<file path="src/rtl/mrmp_pkg.sv">
// shared types, constants and the crc step for the meter poller
package mrmp_pkg;

    localparam int MAX_FRAME_LEN = 256;
    localparam int MIN_FRAME     = 35;
    localparam int BC_W          = $clog2(MAX_FRAME_LEN + 2);

    localparam int CFG_AW = 4;
    localparam int CFG_DW = 32;

    // register indexes
    localparam logic [1:0] REG_DEVICE_ID     = 2'd0;
    localparam logic [1:0] REG_POLL_DELAY    = 2'd1;
    localparam logic [1:0] REG_REPLY_TIMEOUT = 2'd2;

    localparam logic [7:0]  RST_DEVICE_ID     = 8'd1;
    localparam logic [15:0] RST_POLL_DELAY    = 16'd50;
    localparam logic [15:0] RST_REPLY_TIMEOUT = 16'd500;

    // input opcodes
    localparam logic [1:0] OP_TICK = 2'd0;
    localparam logic [1:0] OP_BYTE = 2'd1;
    localparam logic [1:0] OP_DONE = 2'd2;

    // result kinds
    localparam logic [1:0] KIND_REQ  = 2'd0;
    localparam logic [1:0] KIND_WORD = 2'd1;
    localparam logic [1:0] KIND_STAT = 2'd2;

    // status codes
    localparam logic [1:0] ST_OK      = 2'd0;
    localparam logic [1:0] ST_TIMEOUT = 2'd1;
    localparam logic [1:0] ST_CRC     = 2'd2;
    localparam logic [1:0] ST_ID      = 2'd3;

    // request frame constants
    localparam logic [7:0] FUNC_READ_HOLD = 8'h03;
    localparam logic [7:0] START_HI       = 8'h00;
    localparam logic [7:0] START_LO       = 8'h48;
    localparam logic [7:0] COUNT_HI       = 8'h00;
    localparam logic [7:0] COUNT_LO       = 8'h08;

    localparam logic [15:0] CRC_POLY = 16'hA001;
    localparam logic [15:0] CRC_INIT = 16'hFFFF;

    localparam logic [2:0] REQ_CRC_LO = 3'd6;
    localparam logic [2:0] REQ_LAST   = 3'd7;
    localparam logic [2:0] WORD_LAST  = 3'd6;
    localparam logic [2:0] WORD_GAP   = 3'd5;

    typedef struct packed {
        logic [7:0]  device_id;
        logic [15:0] poll_delay;
        logic [15:0] reply_timeout;
    } t_cfg;

    typedef enum logic [1:0] {
        EV_NONE,
        EV_REQ,
        EV_WORDS,
        EV_STAT
    } t_event;

    typedef enum logic [2:0] {
        S_IDLE,
        S_REQ,
        S_RD,
        S_WORD,
        S_STAT
    } t_state;

    typedef struct packed {
        logic       take;
        logic       load_req;
        logic       rd;
        logic       load_word;
        logic       load_stat;
        logic [2:0] idx;
    } t_cmd;

    typedef struct packed {
        t_event ev;
        logic   slot_free;
    } t_sts;

    function automatic logic [15:0] crc_byte(input logic [15:0] crc_in, input logic [7:0] b);
        logic [15:0] c;
        c = crc_in ^ {8'h00, b};
        for (int i = 0; i < 8; i++) begin
            if (c[0]) begin
                c = (c >> 1) ^ CRC_POLY;
            end else begin
                c = c >> 1;
            end
        end
        return c;
    endfunction

    // words sit at frame bytes 3..22 and 27..34, four bytes to a row
    function automatic logic [2:0] word_row(input logic [2:0] idx);
        return (idx < WORD_GAP) ? idx : idx + 3'd1;
    endfunction

endpackage

</file>
<file path="src/rtl/modbus_rtu_meter_poller_top.sv">
// top level of the modbus rtu meter poller
//
//  channel   direction  handshake                 payload
//  in        sink       i_in_valid / o_in_stall   i_opcode, i_rx_byte
//  out       source     o_out_valid / i_out_stall o_kind .. o_last
//  cfg       apb slave  psel, penable, pready     paddr, pwdata, prdata
//
// a tick, byte or frame end that yields nothing is taken without stalling the input
// a poll request: eight output beats, one per cycle when not stalled
// a good reply: seven words, each read from the registered payload memory before its beat,
//   and one status beat; a bad reply or timeout one status beat
// input is stalled while results are being sequenced; output stalls just hold the
//   result register, synchronous active-low reset, no clearing pass
module modbus_rtu_meter_poller_top (
    input  logic                         i_clk,
    input  logic                         i_rst_n,
    input  logic                         i_in_valid,
    output logic                         o_in_stall,
    input  logic [1:0]                   i_opcode,
    input  logic [7:0]                   i_rx_byte,
    output logic                         o_out_valid,
    input  logic                         i_out_stall,
    output logic [1:0]                   o_kind,
    output logic [7:0]                   o_tx_byte,
    output logic [2:0]                   o_word_index,
    output logic [31:0]                  o_word_value,
    output logic [1:0]                   o_status,
    output logic                         o_timeout_flag,
    output logic                         o_comm_error_flag,
    output logic                         o_last,
    input  logic                         psel,
    input  logic                         penable,
    input  logic                         pwrite,
    input  logic [mrmp_pkg::CFG_AW-1:0]  paddr,
    input  logic [mrmp_pkg::CFG_DW-1:0]  pwdata,
    output logic [mrmp_pkg::CFG_DW-1:0]  prdata,
    output logic                         pready
);

    mrmp_pkg::t_cfg cfg;
    mrmp_pkg::t_cmd cmd;
    mrmp_pkg::t_sts sts;

    mrmp_regs u_regs (
        .i_clk   (i_clk),
        .i_rst_n (i_rst_n),
        .psel    (psel),
        .penable (penable),
        .pwrite  (pwrite),
        .paddr   (paddr),
        .pwdata  (pwdata),
        .prdata  (prdata),
        .pready  (pready),
        .o_cfg   (cfg)
    );

    mrmp_ctrl u_ctrl (
        .i_clk      (i_clk),
        .i_rst_n    (i_rst_n),
        .i_in_valid (i_in_valid),
        .o_in_stall (o_in_stall),
        .i_sts      (sts),
        .o_cmd      (cmd)
    );

    mrmp_datapath u_dp (
        .i_clk             (i_clk),
        .i_rst_n           (i_rst_n),
        .i_cfg             (cfg),
        .i_in_valid        (i_in_valid),
        .i_opcode          (i_opcode),
        .i_rx_byte         (i_rx_byte),
        .i_cmd             (cmd),
        .o_sts             (sts),
        .i_out_stall       (i_out_stall),
        .o_out_valid       (o_out_valid),
        .o_kind            (o_kind),
        .o_tx_byte         (o_tx_byte),
        .o_word_index      (o_word_index),
        .o_word_value      (o_word_value),
        .o_status          (o_status),
        .o_timeout_flag    (o_timeout_flag),
        .o_comm_error_flag (o_comm_error_flag),
        .o_last            (o_last)
    );

    // words only follow a good reply, which clears both sticky flags
    a_word_flags: assert property (@(posedge i_clk) disable iff (!i_rst_n)
        o_out_valid && o_kind == mrmp_pkg::KIND_WORD |-> !o_timeout_flag && !o_comm_error_flag)
        else $error("measurement word with a sticky flag set");

    a_stat_last: assert property (@(posedge i_clk) disable iff (!i_rst_n)
        o_out_valid && o_kind == mrmp_pkg::KIND_STAT |-> o_last)
        else $error("status beat not marked last");

    a_word_not_last: assert property (@(posedge i_clk) disable iff (!i_rst_n)
        o_out_valid && o_kind == mrmp_pkg::KIND_WORD |-> !o_last && o_word_index <= 3'd6)
        else $error("bad measurement word beat");

    a_busy_after_event: assert property (@(posedge i_clk) disable iff (!i_rst_n)
        cmd.take && sts.ev != mrmp_pkg::EV_NONE |=> o_in_stall)
        else $error("input not stalled while results are pending");

endmodule

</file>
<file path="src/rtl/mrmp_regs.sv">
// configuration registers behind the apb-style port
module mrmp_regs (
    input  logic                          i_clk,
    input  logic                          i_rst_n,
    input  logic                          psel,
    input  logic                          penable,
    input  logic                          pwrite,
    input  logic [mrmp_pkg::CFG_AW-1:0]   paddr,
    input  logic [mrmp_pkg::CFG_DW-1:0]   pwdata,
    output logic [mrmp_pkg::CFG_DW-1:0]   prdata,
    output logic                          pready,
    output mrmp_pkg::t_cfg                o_cfg
);

    logic [7:0]  r_device_id;
    logic [15:0] r_poll_delay;
    logic [15:0] r_reply_timeout;
    logic        wr;
    logic [1:0]  sel;

    assign pready = 1'b1;
    assign wr     = psel & penable & pwrite;
    assign sel    = paddr[3:2];

    always_ff @(posedge i_clk) begin
        if (!i_rst_n) begin
            r_device_id     <= mrmp_pkg::RST_DEVICE_ID;
            r_poll_delay    <= mrmp_pkg::RST_POLL_DELAY;
            r_reply_timeout <= mrmp_pkg::RST_REPLY_TIMEOUT;
        end else if (wr) begin
            unique case (sel)
                mrmp_pkg::REG_DEVICE_ID:     r_device_id     <= pwdata[7:0];
                mrmp_pkg::REG_POLL_DELAY:    r_poll_delay    <= pwdata[15:0];
                mrmp_pkg::REG_REPLY_TIMEOUT: r_reply_timeout <= pwdata[15:0];
                default: ;
            endcase
        end
    end

    always_comb begin
        unique case (sel)
            mrmp_pkg::REG_DEVICE_ID:     prdata = {24'h0, r_device_id};
            mrmp_pkg::REG_POLL_DELAY:    prdata = {16'h0, r_poll_delay};
            mrmp_pkg::REG_REPLY_TIMEOUT: prdata = {16'h0, r_reply_timeout};
            default:                     prdata = '0;
        endcase
    end

    assign o_cfg = '{device_id: r_device_id, poll_delay: r_poll_delay,
                     reply_timeout: r_reply_timeout};

endmodule

</file>
<file path="src/rtl/mrmp_datapath.sv">
// receive state, tick counter, payload memory, request crc and result register
module mrmp_datapath (
    input  logic            i_clk,
    input  logic            i_rst_n,
    input  mrmp_pkg::t_cfg  i_cfg,
    input  logic            i_in_valid,
    input  logic [1:0]      i_opcode,
    input  logic [7:0]      i_rx_byte,
    input  mrmp_pkg::t_cmd  i_cmd,
    output mrmp_pkg::t_sts  o_sts,
    input  logic            i_out_stall,
    output logic            o_out_valid,
    output logic [1:0]      o_kind,
    output logic [7:0]      o_tx_byte,
    output logic [2:0]      o_word_index,
    output logic [31:0]     o_word_value,
    output logic [1:0]      o_status,
    output logic            o_timeout_flag,
    output logic            o_comm_error_flag,
    output logic            o_last
);

    localparam int BC_W = mrmp_pkg::BC_W;

    logic                r_awaiting;
    logic [15:0]         r_elapsed;
    logic [BC_W-1:0]     r_bc;
    logic [15:0]         r_crc;
    logic [15:0]         r_tail;
    logic [7:0]          r_first;
    logic                r_timeout_seen;
    logic                r_error_seen;
    logic [1:0]          r_stat;
    logic [15:0]         r_tx_crc;
    logic [31:0]         r_mem [8];
    logic [31:0]         r_rdata;

    logic                r_out_valid;
    logic [1:0]          r_kind;
    logic [7:0]          r_tx_byte;
    logic [2:0]          r_word_index;
    logic [31:0]         r_word_value;
    logic [1:0]          r_status;
    logic                r_tflag;
    logic                r_eflag;
    logic                r_last;

    logic [15:0]         elapsed_inc;
    logic [1:0]          verdict;
    logic [BC_W-1:0]     off_full;
    logic [4:0]          off;
    logic                store_wr;
    logic [7:0]          req_byte;
    mrmp_pkg::t_event    ev;
    logic                slot_free;

    assign elapsed_inc = (r_elapsed == 16'hFFFF) ? r_elapsed : r_elapsed + 16'd1;

    // address, then length, then crc
    always_comb begin
        if (r_bc == '0 || r_first != i_cfg.device_id) begin
            verdict = mrmp_pkg::ST_ID;
        end else if (r_bc < BC_W'(mrmp_pkg::MIN_FRAME) ||
                     r_bc > BC_W'(mrmp_pkg::MAX_FRAME_LEN)) begin
            verdict = mrmp_pkg::ST_CRC;
        end else if (r_tail[15:8] != r_crc[7:0] || r_tail[7:0] != r_crc[15:8]) begin
            verdict = mrmp_pkg::ST_CRC;
        end else begin
            verdict = mrmp_pkg::ST_OK;
        end
    end

    always_comb begin
        ev = mrmp_pkg::EV_NONE;
        if (i_in_valid) begin
            unique case (i_opcode)
                mrmp_pkg::OP_TICK: begin
                    if (!r_awaiting) begin
                        if (elapsed_inc >= i_cfg.poll_delay) ev = mrmp_pkg::EV_REQ;
                    end else if (elapsed_inc >= i_cfg.reply_timeout) begin
                        ev = mrmp_pkg::EV_STAT;
                    end
                end
                mrmp_pkg::OP_DONE: begin
                    if (r_awaiting) begin
                        ev = (verdict == mrmp_pkg::ST_OK) ? mrmp_pkg::EV_WORDS
                                                          : mrmp_pkg::EV_STAT;
                    end
                end
                default: ev = mrmp_pkg::EV_NONE;
            endcase
        end
    end

    assign off_full = r_bc - BC_W'(3);
    assign off      = off_full[4:0];
    assign store_wr = i_cmd.take && i_opcode == mrmp_pkg::OP_BYTE && r_awaiting &&
                      r_bc >= BC_W'(3) && r_bc <= BC_W'(34);

    always_ff @(posedge i_clk) begin
        if (!i_rst_n) begin
            r_awaiting     <= 1'b0;
            r_elapsed      <= '0;
            r_bc           <= '0;
            r_crc          <= mrmp_pkg::CRC_INIT;
            r_tail         <= '0;
            r_first        <= '0;
            r_timeout_seen <= 1'b0;
            r_error_seen   <= 1'b0;
            r_stat         <= mrmp_pkg::ST_OK;
        end else if (i_cmd.take) begin
            unique case (i_opcode)
                mrmp_pkg::OP_TICK: begin
                    if (ev != mrmp_pkg::EV_NONE) begin
                        r_awaiting <= (ev == mrmp_pkg::EV_REQ);
                        r_elapsed  <= '0;
                        r_bc       <= '0;
                        r_crc      <= mrmp_pkg::CRC_INIT;
                        r_tail     <= '0;
                        r_first    <= '0;
                        if (ev == mrmp_pkg::EV_STAT) begin
                            r_timeout_seen <= 1'b1;
                            r_stat         <= mrmp_pkg::ST_TIMEOUT;
                        end
                    end else begin
                        r_elapsed <= elapsed_inc;
                    end
                end
                mrmp_pkg::OP_BYTE: begin
                    if (r_awaiting) begin
                        // crc lags two bytes so it ends short of the check bytes
                        if (r_bc >= BC_W'(2)) r_crc <= mrmp_pkg::crc_byte(r_crc, r_tail[15:8]);
                        r_tail <= {r_tail[7:0], i_rx_byte};
                        if (r_bc == '0) r_first <= i_rx_byte;
                        if (r_bc <= BC_W'(mrmp_pkg::MAX_FRAME_LEN)) r_bc <= r_bc + BC_W'(1);
                    end
                end
                mrmp_pkg::OP_DONE: begin
                    if (r_awaiting) begin
                        r_stat     <= verdict;
                        r_awaiting <= 1'b0;
                        r_elapsed  <= '0;
                        r_bc       <= '0;
                        r_crc      <= mrmp_pkg::CRC_INIT;
                        r_tail     <= '0;
                        r_first    <= '0;
                        if (verdict == mrmp_pkg::ST_OK) begin
                            r_timeout_seen <= 1'b0;
                            r_error_seen   <= 1'b0;
                        end else begin
                            r_error_seen <= 1'b1;
                        end
                    end
                end
                default: ;
            endcase
        end
    end

    // payload memory, big-endian byte lanes
    always_ff @(posedge i_clk) begin
        if (store_wr) begin
            unique case (off[1:0])
                2'd0: r_mem[off[4:2]][31:24] <= i_rx_byte;
                2'd1: r_mem[off[4:2]][23:16] <= i_rx_byte;
                2'd2: r_mem[off[4:2]][15:8]  <= i_rx_byte;
                2'd3: r_mem[off[4:2]][7:0]   <= i_rx_byte;
            endcase
        end
        if (i_cmd.rd) begin
            r_rdata <= r_mem[mrmp_pkg::word_row(i_cmd.idx)];
        end
    end

    always_comb begin
        unique case (i_cmd.idx)
            3'd0: req_byte = i_cfg.device_id;
            3'd1: req_byte = mrmp_pkg::FUNC_READ_HOLD;
            3'd2: req_byte = mrmp_pkg::START_HI;
            3'd3: req_byte = mrmp_pkg::START_LO;
            3'd4: req_byte = mrmp_pkg::COUNT_HI;
            3'd5: req_byte = mrmp_pkg::COUNT_LO;
            3'd6: req_byte = r_tx_crc[7:0];
            3'd7: req_byte = r_tx_crc[15:8];
        endcase
    end

    // request crc folds one byte per beat as the header goes out
    always_ff @(posedge i_clk) begin
        if (!i_rst_n) begin
            r_tx_crc <= mrmp_pkg::CRC_INIT;
        end else if (i_cmd.take && ev == mrmp_pkg::EV_REQ) begin
            r_tx_crc <= mrmp_pkg::CRC_INIT;
        end else if (i_cmd.load_req && i_cmd.idx < mrmp_pkg::REQ_CRC_LO) begin
            r_tx_crc <= mrmp_pkg::crc_byte(r_tx_crc, req_byte);
        end
    end

    assign slot_free = !r_out_valid || !i_out_stall;

    always_ff @(posedge i_clk) begin
        if (!i_rst_n) begin
            r_out_valid <= 1'b0;
        end else if (i_cmd.load_req || i_cmd.load_word || i_cmd.load_stat) begin
            r_out_valid <= 1'b1;
        end else if (!i_out_stall) begin
            r_out_valid <= 1'b0;
        end
    end

    always_ff @(posedge i_clk) begin
        if (i_cmd.load_req || i_cmd.load_word || i_cmd.load_stat) begin
            r_tflag      <= r_timeout_seen;
            r_eflag      <= r_error_seen;
            r_tx_byte    <= '0;
            r_word_index <= '0;
            r_word_value <= '0;
            r_status     <= mrmp_pkg::ST_OK;
            r_last       <= 1'b0;
            priority if (i_cmd.load_req) begin
                r_kind    <= mrmp_pkg::KIND_REQ;
                r_tx_byte <= req_byte;
                r_last    <= (i_cmd.idx == mrmp_pkg::REQ_LAST);
            end else if (i_cmd.load_word) begin
                r_kind       <= mrmp_pkg::KIND_WORD;
                r_word_index <= i_cmd.idx;
                r_word_value <= r_rdata;
            end else begin
                r_kind   <= mrmp_pkg::KIND_STAT;
                r_status <= r_stat;
                r_last   <= 1'b1;
            end
        end
    end

    assign o_sts             = '{ev: ev, slot_free: slot_free};
    assign o_out_valid       = r_out_valid;
    assign o_kind            = r_kind;
    assign o_tx_byte         = r_tx_byte;
    assign o_word_index      = r_word_index;
    assign o_word_value      = r_word_value;
    assign o_status          = r_status;
    assign o_timeout_flag    = r_tflag;
    assign o_comm_error_flag = r_eflag;
    assign o_last            = r_last;

endmodule

</file>
<file path="src/rtl/mrmp_ctrl.sv">
// sequencer for request bytes, measurement words and status beats
module mrmp_ctrl (
    input  logic            i_clk,
    input  logic            i_rst_n,
    input  logic            i_in_valid,
    output logic            o_in_stall,
    input  mrmp_pkg::t_sts  i_sts,
    output mrmp_pkg::t_cmd  o_cmd
);

    mrmp_pkg::t_state r_state, n_state;
    logic [2:0]       r_idx, n_idx;
    logic             take;

    assign take = i_in_valid && r_state == mrmp_pkg::S_IDLE;

    always_ff @(posedge i_clk) begin
        if (!i_rst_n) begin
            r_state <= mrmp_pkg::S_IDLE;
            r_idx   <= '0;
        end else begin
            r_state <= n_state;
            r_idx   <= n_idx;
        end
    end

    always_comb begin
        n_state = r_state;
        n_idx   = r_idx;
        unique case (r_state)
            mrmp_pkg::S_IDLE: begin
                n_idx = '0;
                if (take) begin
                    unique case (i_sts.ev)
                        mrmp_pkg::EV_REQ:   n_state = mrmp_pkg::S_REQ;
                        mrmp_pkg::EV_WORDS: n_state = mrmp_pkg::S_RD;
                        mrmp_pkg::EV_STAT:  n_state = mrmp_pkg::S_STAT;
                        mrmp_pkg::EV_NONE:  n_state = mrmp_pkg::S_IDLE;
                    endcase
                end
            end
            mrmp_pkg::S_REQ: begin
                if (i_sts.slot_free) begin
                    n_idx = r_idx + 3'd1;
                    if (r_idx == mrmp_pkg::REQ_LAST) n_state = mrmp_pkg::S_IDLE;
                end
            end
            mrmp_pkg::S_RD: n_state = mrmp_pkg::S_WORD;
            mrmp_pkg::S_WORD: begin
                if (i_sts.slot_free) begin
                    n_idx   = r_idx + 3'd1;
                    n_state = (r_idx == mrmp_pkg::WORD_LAST) ? mrmp_pkg::S_STAT
                                                             : mrmp_pkg::S_RD;
                end
            end
            mrmp_pkg::S_STAT: begin
                if (i_sts.slot_free) n_state = mrmp_pkg::S_IDLE;
            end
            default: n_state = mrmp_pkg::S_IDLE;
        endcase
    end

    always_comb begin
        o_cmd           = '0;
        o_cmd.idx       = r_idx;
        o_cmd.take      = take;
        o_cmd.load_req  = (r_state == mrmp_pkg::S_REQ)  && i_sts.slot_free;
        o_cmd.rd        = (r_state == mrmp_pkg::S_RD);
        o_cmd.load_word = (r_state == mrmp_pkg::S_WORD) && i_sts.slot_free;
        o_cmd.load_stat = (r_state == mrmp_pkg::S_STAT) && i_sts.slot_free;
    end

    assign o_in_stall = (r_state != mrmp_pkg::S_IDLE);

endmodule

</file>
<file path="config.mk">
export PLATFORM = sky130hd
export DESIGN_NAME = modbus_rtu_meter_poller_top
export DESIGN_NICKNAME = d
export VERILOG_FILES = /design/src/rtl/mrmp_pkg.sv /design/src/rtl/modbus_rtu_meter_poller_top.sv /design/src/rtl/mrmp_regs.sv /design/src/rtl/mrmp_datapath.sv /design/src/rtl/mrmp_ctrl.sv
export SDC_FILE = /design/constraint.sdc
export NUM_CORES = 1
export LEC_CHECK = 0
export ABC_AREA = 1
export BUFFER_PORTS_ARGS = -buffer_cell sky130_fd_sc_hd__buf_2
export CAP_MARGIN = 20
export CORE_MARGIN = 4
export CORE_UTILIZATION = 30
export DETAILED_ROUTE_END_ITERATION = 10
export PLACE_DENSITY = 0.52
export SLEW_MARGIN = 20
export SYNTH_ARGS = -nofsm -noshare
export SYNTH_HDL_FRONTEND = slang
export SYNTH_SLANG_ARGS = --single-unit
</file>
<file path="constraint.sdc">
create_clock -name i_clk -period 5.8 [get_ports i_clk]
set_input_delay 0.58 -clock i_clk [delete_from_list [all_inputs] [get_ports i_clk]]
set_output_delay 0.58 -clock i_clk [all_outputs]
set_load 0.005 [all_outputs]
</file>
=== Word-level counts from Yosys, hierarchy flattened ===
Memory sizes are Yosys's and may differ from the RTL's. A register that Yosys moved wholly into a read port is not among the register bits.
Cells that the tools add are included.

* Add/subtract/negate cells: 4
* Multiply operators: 0
* Divide/modulo/power cells: 0
* Magnitude comparators: 10
* Eq/ne operators: 40
* Shifts and indexed selects: 0
* Mux-type cells: 146
* Bitwise gates (word level): 22
* Reduce and logical (&&, ||, !) cells: 50

{| class="wikitable"
|+ Operators by type and width
! operator !! count
|-
| 2-to-1 mux 16 bit || 81
|-
| case mux 16 bit (3 select lines) || 3
|-
| case mux 8 bit (7 select lines) || 1
|-
| NOT 2 -> 3 bit || 16
|-
| 2-to-1 mux 9 bit || 4
|-
| greater-or-equal comparator 16 bit || 2
|-
| 2-to-1 mux 8 bit || 4
|-
| case mux 16 bit (2 select lines) || 1
|-
| bitwise XOR 16 x 8 -> 16 bit || 2
|-
| case mux 9 bit (3 select lines) || 1
|-
| 2-to-1 mux 1 bit || 24
|-
| 2-to-1 mux 3 bit || 8
|-
| inequality test 2 x 1 -> 1 bit, second input constant || 12
|-
| inequality test 8 bit || 3
|-
| case mux 8 bit (3 select lines) || 1
|-
| AND reduction 6 bit || 4
|-
| 2-to-1 mux 2 bit || 11
|-
| greater-or-equal comparator 9 x 2 -> 1 bit, second input constant || 2
|-
| adder 16 x 1 -> 16 bit, second input constant || 1
|-
| equality test 16 bit, second input constant || 1
|-
| equality test 3 bit, second input constant || 5
|-
| case mux 3 bit (5 select lines) || 1
|-
| AND reduction 5 bit || 3
|-
| equality test 2 bit, second input constant || 6
|-
| 29 further kinds || 75
|}

* Flip-flop bits (word level): 183
* Latch bits: 0
* Bits in writable memories: 256
* Memory bits (read-only): 0
* Input bits: 53
* Output and inout bits: 85
* Logic and storage cells: 297
* Memories kept: 1

{| class="wikitable"
|+ Memories
! name !! depth !! bits a word !! rd ports !! clocked after Yosys merged registers in !! write ports !! line !! RTL
|-
| u_dp.r_mem || 8 || 32 || 1 || 1 || 1 || mrmp_datapath.sv:35 || <nowiki>logic [31:0] r_mem [8];</nowiki>
|}

=== Logic depth before layout (Yosys ltp) ===
Gate-level depths: netlist of run 1.

* Word-level depth: 55
* Depth in mapped cells: 28
* Mapped depth without buffers: 27

=== Cells and area by module ===
Synthesis of run 1 repeated with hierarchy kept, for this count alone.

* Cell total of the unflattened synthesis: 2334
* Area, all modules: 21932.3 um2

{| class="wikitable"
|+ Modules (own cells, without submodules)
! module !! times used !! cells each !! area each (um2) !! seq. area each (um2)
|-
| mrmp_datapath || 1 || 1945 || 19418.6 || 11891.4
|-
| mrmp_regs || 1 || 313 || 2028.2 || 800.8
|-
| mrmp_ctrl || 1 || 76 || 485.5 || 120.1
|}

=== Worst setup path after synthesis of run 1 ===
OpenSTA, ideal clock, no wires.

* Kind: input to register
* Start point: input i_out_stall
* End point: register u_dp.r_eflag (netlist: u_dp.o_comm_error_flag) (enable)
* Library setup time: 459 ps
* Arrival: 2875 ps
* Data required time: 5341 ps
* Path slack: 2466 ps
* Cell stages on the path: 3
* Buffers on the path: 0
* Cells stage by stage: nand2_1 > inv_1 > nor2_1

* Cells in the longest elaborated chain, start to end: 5
* Elaborated cells between the ends (all ways): 7
* Classes of those cells: reduce/logical: 7

{| class="wikitable"
|+ Ends and longest elaborated chain
! element !! line !! RTL
|-
| from (decl) || modbus_rtu_meter_poller_top.sv:22 || <nowiki>input logic i_out_stall,</nowiki>
|-
| logical NOT 1 bit (*) || mrmp_datapath.sv:199 || <nowiki>assign slot_free = !r_out_valid || !i_out_stall;</nowiki>
|-
| logical OR 1 bit (*) || mrmp_datapath.sv:199 ||
|-
| logical AND 1 bit, on equally long branches || mrmp_ctrl.sv:67, mrmp_ctrl.sv:69 ||
|-
| logical OR 1 bit || mrmp_datapath.sv:212 || <nowiki>if (i_cmd.load_req || i_cmd.load_word || i_cmd.load_stat) begin</nowiki>
|-
| logical OR 1 bit (*) || mrmp_datapath.sv:212 ||
|-
| to (signal assigned) || mrmp_datapath.sv:214 || <nowiki>r_eflag <= r_error_seen;</nowiki>
|-
| to (decl) || mrmp_datapath.sv:45 || <nowiki>logic r_eflag;</nowiki>
|}

Every way passes the cells marked *; elsewhere a longest branch is shown, timed or not.
A chain may end at the register's enable or synchronous reset.

=== Worst setup path after layout of run 1 ===
* Start point: register u_dp.r_elapsed[0]
* End point: register u_dp.r_bc[0]

* Cells in the longest elaborated chain, start to end: 10
* Elaborated cells between the ends (all ways): 13
* Classes of those cells: add/sub: 1; order compare: 2; eq/ne: 2; mux: 6; reduce/logical: 2

{| class="wikitable"
|+ Ends and longest elaborated chain
! element !! line !! RTL
|-
| from (decl) || mrmp_datapath.sv:26 || <nowiki>logic [15:0] r_elapsed;</nowiki>
|-
| from (signal assigned) || mrmp_datapath.sv:126 || <nowiki>r_elapsed <= elapsed_inc;</nowiki>
|-
| adder 16 x 1 -> 16 bit / equality test 16 bit (equally long branches) || mrmp_datapath.sv:57 || <nowiki>assign elapsed_inc = (r_elapsed == 16'hFFFF) ? r_elapsed : r_elapsed + 16'd1;</nowiki>
|-
| 2-to-1 mux 16 bit (*) || mrmp_datapath.sv:57 ||
|-
| greater-or-equal comparator 16 bit, on equally long branches || mrmp_datapath.sv:79, mrmp_datapath.sv:80 ||
|-
| 2-to-1 mux 1 bit / 2-to-1 mux 2 bit (equally long branches) || mrmp_datapath.sv:79, mrmp_datapath.sv:80 ||
|-
| 2-to-1 mux 2 bit (*) || mrmp_datapath.sv:78 || <nowiki>if (!r_awaiting) begin</nowiki>
|-
| case mux 2 bit (2 select lines) (*) || mrmp_datapath.sv:76 || <nowiki>unique case (i_opcode)</nowiki>
|-
| 2-to-1 mux 2 bit (*) || mrmp_datapath.sv:75 || <nowiki>if (i_in_valid) begin</nowiki>
|-
| nonzero test 2 bit (*) || mrmp_datapath.sv:114 || <nowiki>if (ev != mrmp_pkg::EV_NONE) begin</nowiki>
|-
| inequality test 2 x 1 -> 1 bit (no source line) (*) || n/a ||
|-
| AND reduction 6 bit (no source line) (*) || n/a ||
|-
| to (signal assigned) || mrmp_datapath.sv:135 || <nowiki>if (r_bc <= BC_W'(mrmp_pkg::MAX_FRAME_LEN)) r_bc <= r_bc + BC_W'(1);</nowiki>
|-
| to (decl) || mrmp_datapath.sv:27 || <nowiki>logic [BC_W-1:0] r_bc;</nowiki>
|}

Marked as above.

==> results of run 1 <==
cell usage in the layout (no fill, tap or decap), types with 7 or more instances in the layout:
cell       netlist  routed
nand4_1         50      50
o221ai_1         7       7
xnor2_1         15      15
a31oi_1         34      34
inv_1          165     163
buf_4           21      20
o22ai_1         42      41
o21ai_0        190     190
clkinv_2         0      14
inv_2           12      12
xor2_1          26      26
ha_1            48      48
or2_2           12      12
a21oi_1        111     110
nor3_1          12      12
nand3_1        112     112
nand2_2         15      15
o21bai_1        33      33
nor2_1         321     318
o211ai_1        14      14
buf_2           13     102
clkinv_1         0      11
edfxtp_1       338     338
dfxtp_1        133     133
nand2_1        295     294
conb_1           2      17
clkbuf_16        0      49
cells in the mapped netlist, drive strengths merged:
cell type and number:
a311oi 1, ha 48, and3 1, clkbuf 72, a21oi 111, nand3 115, buf 41, edfxtp 338
or2 16, nand2 312, nand4 51, o21a 1, xor2 26, nand3b 4, a31oi 34, o21bai 33
o211ai 14, o221ai 7, a211oi 2, nor3 13, conb 2, dfxtp 133, nor2 325, o22ai 42
o21ai 194, nor4 1, xnor2 15, inv 179, a21o 3
registers in the layout, indices dropped and copies added (netlist names), 2 cells and up:
| name | cells |
|---|---|
| u_dp.r_mem | 256 |
| u_dp.o_word_value | 32 |
| u_dp.r_rdata | 32 |
| u_dp.r_crc | 16 |
| u_dp.r_elapsed | 16 |
| u_dp.r_tail | 16 |
| u_dp.r_tx_crc | 16 |
| u_regs.r_poll_delay | 16 |
| u_regs.r_reply_timeout | 16 |
| u_dp.r_bc | 9 |
| u_dp.o_tx_byte | 8 |
| u_dp.r_first | 8 |
| u_regs.r_device_id | 8 |
| u_ctrl.r_idx | 3 |
| u_ctrl.r_state | 3 |
| u_dp.o_word_index | 3 |
| u_dp.o_kind | 2 |
| u_dp.o_status | 2 |
| u_dp.r_stat | 2 |
kinds of logic (layout without fill, tap and decap cells):
group	Yosys count	count (layout)	synth area share
AND/OR/NAND/NOR	838	838	0.171
flip-flops	471	471	0.608
AO/OA/AOI/OAI	442	442	0.118
buffers and inverters	292	391	0.0572
adder cells (fa/ha/maj)	48	48	0.0285
XOR/XNOR	41	41	0.0171
other	2	19	0.000357
per-layer routing:
metal / up-vias / part of all wire / global-route usage
li1: 7494 / - / -
met1: 7436 / 0.46 / 0.198
met2: 414 / 0.46 / 0.237
met3: 79 / 0.054 / 0.0236
met4: 2 / 0.025 / 0.0419
met5: - / 0.00013 / 0
area by class of cell:
type | count | area [sq um] | share of cell area
clock buffers | 53 | 1240 | 0.0516
well taps | 931 | 1160 | 0.0485
multi-input cells | 1386 | 7150 | 0.297
inverters | 179 | 678 | 0.0282
clock inverters | 37 | 327 | 0.0136
flip-flops and latches | 471 | 12800 | 0.533
diodes | 2 | 5.00 | 0.000208
repair buffers | 122 | 661 | 0.0275
how the worst max path moves through the flow:
stage / startpoint / cells past startpoint / slack (ns) / to
global placement: u_dp.r_elapsed[0]$_SDFFE_PN0P_ / 25 / 1.62 / u_dp.r_bc[1]$_SDFFE_PN0P_
CTS: u_dp.r_elapsed[0]$_SDFFE_PN0P_ / 25 / 1.56 / u_dp.r_bc[2]$_SDFFE_PN0P_
finish: u_dp.r_elapsed[0]$_SDFFE_PN0P_ / 22 / 1.55 / u_dp.r_bc[0]$_SDFFE_PN0P_
global route: u_dp.r_elapsed[0]$_SDFFE_PN0P_ / 25 / 1.05 / u_dp.r_bc[2]$_SDFFE_PN0P_
floorplan: i_out_stall / 3 / 2.47 / u_dp.o_comm_error_flag$_DFFE_PP_
detailed placement: u_dp.r_elapsed[0]$_SDFFE_PN0P_ / 25 / 1.57 / u_dp.r_bc[1]$_SDFFE_PN0P_
worst max-delay path, cell delays in order, from the launching register on:
cell     delay (ns)
dfxtp_1        0.40
ha_1           0.21
nand2_1        0.10
nor3_2         0.17
nand4_1        0.18
nor2_2         0.18
nand2_2        0.15
inv_2          0.15
nor2_1         0.08
nand2_1        0.07
xor2_1         0.29
ha_1           0.18
nand2_1        0.05
nor2_1         0.12
nand4_1        0.10
nand3_1        0.09
a21oi_1        0.04
o21ai_0        0.29
nand3_1        0.23
nand4_4        0.34
nand3_1        0.41
a21oi_1        0.24
nor2_1         0.06
per-stage QoR:
step	setup WS, ns	utilization	cell area, sq um	instances
2_1_floorplan	2.47	-	21100	2149
3_3_place_gp	1.62	0.325	22500	3089
3_5_place_dp	1.57	0.325	22500	3089
4_1_cts	1.56	0.348	24000	3179
5_1_grt	1.05	0.348	24000	3179
6_report	1.55	0.348	24000	3181
power groups by stage:
| stage | clock network [mW] | logic, mW | registers [mW] |
|---|---|---|---|
| after floorplan | 0 | 0.537 | 3.76 |
| after global placement | 0 | 0.782 | 3.77 |
| after detailed placement | 0 | 0.794 | 3.77 |
| after CTS | 3.18 | 0.798 | 3.69 |
| after global routing | 3.31 | 0.897 | 3.70 |
| final | 3.09 | 0.798 | 3.70 |
==> summary.md, run 1 <==
| Metric | Value |
|---|---|
| CP arrival | approximately 4.7 ns |
| Comb pwr share | 0.105 |
| CTS sink count | 471 |
| IO Count | 138 |
| Pwr Density | ~320 nW/um^2 |
| Final Hold Fails | 0 |
| DR vias/cell | 4.85 |
| Worst skew pair latency | approximately 0.59 ns |
| Number of detailed-route iterations in the first pass | 5 |
| Reg2reg end | u_dp.r_bc[0]$_SDFFE_PN0P_ |
| Vias in the first global route | 14700 |
| RSZ-0062 raised after global routing | false |
| Die Y | between 200 and 300 um |
| Nets@finish | between 2000 and 2500 |
| GRT overflow | 0 |
| CTS tree | yes |
| Hold depth | 3 |
| Relative slew slack | 0.289 |
| Netlist cell types | between 40 and 50 |
| CP required | between 6 and 7 ns |
| Reg power frac | 0.487 |
| Flop2flop setup slack | between 1.5 and 2 ns |
| Port Buffers | 102 |
| Antenna violation net count after detailed routing | 0 |
| Rows | 96 |
| Layout cells sized above 1 | 0.115 |
| Cell chosen for the clock root | clkbuf_16 |
| Cells after Synth | 2134 |
| Sum Neg Setup Slack | 0 ns |
| Largest net degree at the start of global routing | 68 |
| Hold path startpoint | pwdata[3] |
| Layout Area Growth over Synthesis | 14.1% |
| Antenna violations before repair | 2 |
| Post-CTS sizing | 0 |
| Cell accounting for the most synthesized area | edfxtp_1 |
| Residual DRC | 0 |
| Max Cap Viol | 0 |
| DR vias | between 15000 and 20000 |
| Peak VDD IR | 0.000205 V |
| Top post-synthesis cells by area | edfxtp_1 (48%), dfxtp_1 (13%), nor2_1 (5.7%), nand2_1 (5.3%), o21ai_0 (4.5%) |
| Max Root-Sink Buffers | 3 |
| Period utilization | 0.732 |
| Int Power | 5.64 mW |
| FF+latch count, synth | around 470 |
| Final Max Tran Viols | 0 |
| Fin crit period | approximately 4.2 ns |
| Critical path type | flip-flop to flip-flop |
| Pleak | slightly below 9 nW |
| Dpl hpwl | approximately 36000 um |
| NetSw | between 1.5 and 2 mW |
| Final GP Congestion | ~0.86 |
| Core area | between 60000 and 70000 sq um |
| Initial Utilization | 0.305 |
| First DRT Iteration DRCs | 1127 |
| Postcts setup bufs | 0 |
| Outcome | finished, final reports clean |
| Worst r2r src | u_dp.r_elapsed[0]$_SDFFE_PN0P_ |
| WL final | approximately 55000 um |
| Tot Pwr | around 7.6 mW |
| H-Tree Depth | 2 |
| Routed WL per cell | between 15 and 20 um |
| YS warnings | 0 |
| Worst Setup Start Kind | flip-flop |
| Overall routing resource usage | 0.144 |
| Clk network pwr share | 0.407 |
| Worst-Margin Slew | between 1 and 1.5 ns |
| Switch share | 0.256 |
| Seq/Total Area, Yosys | 0.608 |
| Maximum clock frequency | 235 MHz |
| Die area | 74500 sq um |
| CP Capture Type | flip-flop |
| Global-route wire length before repair | roughly 85000 um |
| Mapped Avg Cell Area | 9.87 sq um |
| CP max FO | 29 |
| Synth top area share | 0.482 |
| Worst Hold Class | primary input to flip-flop |
| Mapped cell area | approximately 21000 sq um |
| Worst hold slack | 0.251 ns |
| Reg clk slew, reported paths | around 0.060 ns |
| Final setup fails | 0 |
| TritonCTS Buffers | between 40 and 50 |
| Reg2reg path depth | 22 |
| Min-Delay Endpoint | u_regs.r_device_id[3]$_SDFFE_PN0P_ |
| Die Wd | approximately 270 um |
| Hold_buf cts | 0 |
| Fillers | ~7000 |
| Setup Skew | 0.0147 ns |
No activity file was read; power rests on OpenSTA's default activity.
==> run 2: changes to the inputs <==
- ABC_AREA: 1 -> 0
- PLACE_DENSITY: 0.52 -> 0.54
- clock period: 5.8 -> 3.4 ns (I/O delays scaled with it)
==> summary.md, run 2 <==
| Metric | Value |
|---|---|
| DR vias/cell | 4.93 (+1.6%) |
| H-Tree Depth | 2 (unchanged) |
| Final Max Tran Viols | 0 (unchanged) |
| Antenna violation net count after detailed routing | 0 (unchanged) |
| Hold path startpoint | i_rst_n |
| Layout cells sized above 1 | 0.308 (+0.192) |
| Seq/Total Area, Yosys | 0.620 (+0.0118) |
| Reg2reg end | u_dp.r_first[5]$_SDFFE_PN0P_ |
| Cell accounting for the most synthesized area | edfxtp_1 |
| Worst-Margin Slew | 0.802 ns (-0.257 ns) |
| Reg clk slew, reported paths | 0.06 ns (about the same) |
| Antenna violations before repair | 0 (-2) |
| Routed WL per cell | 18.5 um (+7.0%) |
| WL final | 51200 um (-7.2%) |
| Top-count cell post-synth | edfxtp_1 |
| Layout Area Growth over Synthesis | 25.9% |
| Fin crit period | 3.96 ns (-0.284 ns) |
| Placement Setup Slack | -0.693 ns (-2.26 ns) |
| Overall routing resource usage | 0.136 (-0.00802) |
| IO Count | 138 (unchanged) |
| Max Cap Viol | 0 (unchanged) |
| Largest net degree at the start of global routing | 65 (-4.4%) |
| Initial Utilization | 0.305 (about the same) |
| Reg2reg path depth | 19 (-14%) |
| RSZ-0062 raised after global routing | true |
| Critical path type | flip-flop to flip-flop |
| Residual DRC | 0 (unchanged) |
| FFs w/ async S/R, synth | 0 (unchanged) |
| Number of detailed-route iterations in the first pass | 5 (unchanged) |
| Mapped Avg Cell Area | 13.0 sq um (+32%) |
| Critical-path cell list | ha_4 -> nand2_4 -> nor4_4 -> and4_1 -> nand4_1 -> buf_6 -> xnor2_4 -> ha_4 -> nand2b_4 -> a21o_1 -> a211o_1 -> a2111oi_4 -> a21oi_2 -> a31o_4 -> buf_6 -> buf_12 -> o21ai_4 -> a22oi_2 -> nor2_1 |
| Pwr Density | 464 nW/um^2 (+47%) |
| Worst r2r src | u_dp.r_elapsed[1]$_SDFFE_PN0P_ |
| Failing checks | setup timing |
| TritonCTS Buffers | 50 (+2.0%) |
| Fin area | 26000 sq um (+8.2%) |
| Relative slew slack | 0.465 (+0.176) |
| Final GP Congestion | 0.827 (-4.2%) |
| GRT overflow | 0 (unchanged) |
| Tot Pwr | 12.1 mW (+59%) |
| Top post-synthesis cells by area | edfxtp_1 (49%), dfxtp_1 (13%), mux4_2 (7.0%), nand2_1 (2.9%), ha_1 (2.9%) |
| CTS tree | yes |
| Number of synthesized flops with an enable pin | 338 (unchanged) |
| Flop2flop setup slack | -0.56 ns (-2.12 ns) |
| CTS sink count | 471 (unchanged) |
| Vias in the first global route | 13800 (-6.1%) |
| Worst Setup Start Kind | flip-flop |
| Die Wd | 270 um (-0.93%) |
| Worst Hold Class | primary input to flip-flop |
| Cells after Synth | 1586 (-26%) |
| DR vias | 13600 (-12%) |
| Core area | 67800 sq um (-1.9%) |
| Placed cell area | 23300 sq um (+3.8%) |
| Post-synth top flop | edfxtp_1 |
| Diodes inserted | 0 (-2) |
| Worst skew pair latency | 0.60 ns (about the same) |
| Dpl hpwl | 32800 um (-7.8%) |
| Most frequent cells in the layout | edfxtp_1 (338), nand2_1 (151), buf_4 (135) |
| FF+latch count, synth | 471 (unchanged) |
| Maximum clock frequency | 252 MHz (+7.2%) |
| Port Buffers | 102 (unchanged) |
| Synth top area share | 0.491 (+0.00937) |
| Final setup fails | 88 (+88) |
| Crit-path max cell delay | 0.36 ns (-0.05 ns) |
| Hold depth | 2 (-1) |
| Min-Delay Endpoint | u_regs.r_device_id[0]$_SDFFE_PN1P_ |
| Nets@finish | 1949 (-16%) |
| Rows | 95 (-1.0%) |
| Mapped cell area | 20700 sq um (-1.9%) |
| Global-route wire length before repair | 79500 um (-6.5%) |
| First DRT Iteration DRCs | 1066 (-5.4%) |
| Commonest cells post-synth | edfxtp_1 (338), nand2_1 (161), dfxtp_1 (133) |
| CP Capture Type | flip-flop |
| Setup Skew | 0.0310 ns (+0.0163 ns) |
| Most common library cell in the layout ignoring fill and taps | edfxtp_1 |
| CP max FO | 8 (-72%) |
| Sum Neg Setup Slack | -41.57 ns (-41.57 ns) |
| Die area | 73100 sq um (-1.9%) |
| Slack of the critical path | -0.564 ns (-2.12 ns) |
| Max Root-Sink Buffers | 3 (unchanged) |
| Pleak | 9.33 nW (+4.9%) |
| Die Y | 270 um (-0.93%) |
| Peak VDD IR | 0.000466 V (+130%) |
| Outcome | finished with violations |
| Netlist cell types | 68 (+51%) |
| CP arrival | 4.46 ns (-0.27 ns) |
| Max reg flops | 256 (unchanged) |
| CP required | 3.90 ns (-2.38 ns) |
| Period utilization | 1.17 (+0.434) |
| Cell with the largest stage delay on the worst path | dfxtp_2 |
| Final Hold Fails | 0 (unchanged) |
| YS warnings | 0 (unchanged) |
| Cell chosen for the clock root | clkbuf_16 |
## run 2: layout make-up
type | instances | area, sq um
inverter | 48 | 180
timing repair buffer | 286 | 2220
sequential | 471 | 12800
tap | 873 | 1090
clock buffer | 74 | 1440
multi-input combinational | 991 | 8130
clock inverter | 16 | 131
fill | 6406 | 41700
## run 2: kinds of logic after synthesis
family          Yosys count  share of synthesized area
flops                   471                      0.620
mux                     122                      0.101
other cells               2                   0.000364
fa+ha+maj                48                     0.0291
simple gates            484                      0.111
compound gates          258                     0.0807
xor+xnor                 62                     0.0278
buf+inv                 139                     0.0300
## run 2: metrics by stage
| stage | cells | util | hold slack [ns] |
|---|---|---|---|
| floorplan | 1601 | - | 0.409 |
| global placement | 2619 | 0.344 | 0.418 |
| detailed placement | 2619 | 0.344 | 0.431 |
| CTS | 2746 | 0.380 | 0.123 |
| global route | 2759 | 0.384 | 0.125 |
| finish | 2759 | 0.384 | 0.163 |
## run 2: worst max-delay path, delay by kind of cell, from the launching register on
kind / cells / cell delay [ns]
flip-flops: 1 / 0.36
AO/OA/AOI/OAI: 7 / 1.50
AND/OR/NAND/NOR: 6 / 0.97
buffers and inverters: 3 / 0.46
adder cells (fa/ha/maj): 2 / 0.39
XOR/XNOR: 1 / 0.21
## run 2: how the worst max path moves through the flow
| stage | from | end | slack, ns | depth (start not counted) |
|---|---|---|---|---|
| after floorplan | u_dp.r_elapsed[0]$_SDFFE_PN0P_ | u_dp.r_crc[15]$_SDFFE_PN1P_ | -0.57 | 21 |
| after global placement | u_dp.r_elapsed[6]$_SDFFE_PN0P_ | u_dp.r_elapsed[0]$_SDFFE_PN0P_ | -0.57 | 17 |
| after detailed placement | u_dp.r_elapsed[1]$_SDFFE_PN0P_ | u_dp.r_elapsed[0]$_SDFFE_PN0P_ | -0.69 | 19 |
| after CTS | u_dp.r_elapsed[0]$_SDFFE_PN0P_ | u_dp.r_crc[6]$_SDFFE_PN1P_ | -0.52 | 19 |
| after global routing | u_dp.r_elapsed[1]$_SDFFE_PN0P_ | u_dp.r_crc[15]$_SDFFE_PN1P_ | -0.75 | 18 |
| final | u_dp.r_elapsed[1]$_SDFFE_PN0P_ | u_dp.r_first[5]$_SDFFE_PN0P_ | -0.56 | 19 |
## run 2: repair_timing
item	in CTS	in global routing
buffers inserted	16	12
gates cloned	5	2
hold endpoints to repair	36	0
pin swaps	39	32
gates resized for setup	81	51
endpoints found under the setup margin	88	88
hold buffers	16	0
## run 2: routing by layer
metal / up-vias / global-route usage / wire (um)
li1: 6392 / - / -
met1: 6817 / 0.175 / 21800
met2: 312 / 0.239 / 26000
met3: 73 / 0.0211 / 2200
met4: 0 / 0.0393 / 1140
met5: - / 0 / 0
## run 2: report_power, final
group	switching (mW)	internal [mW]	total [mW]
registers	0.0339	6.20	6.23
clock network	2.26	2.96	5.22
logic	0.373	0.238	0.611
total	2.67	9.39	12.1
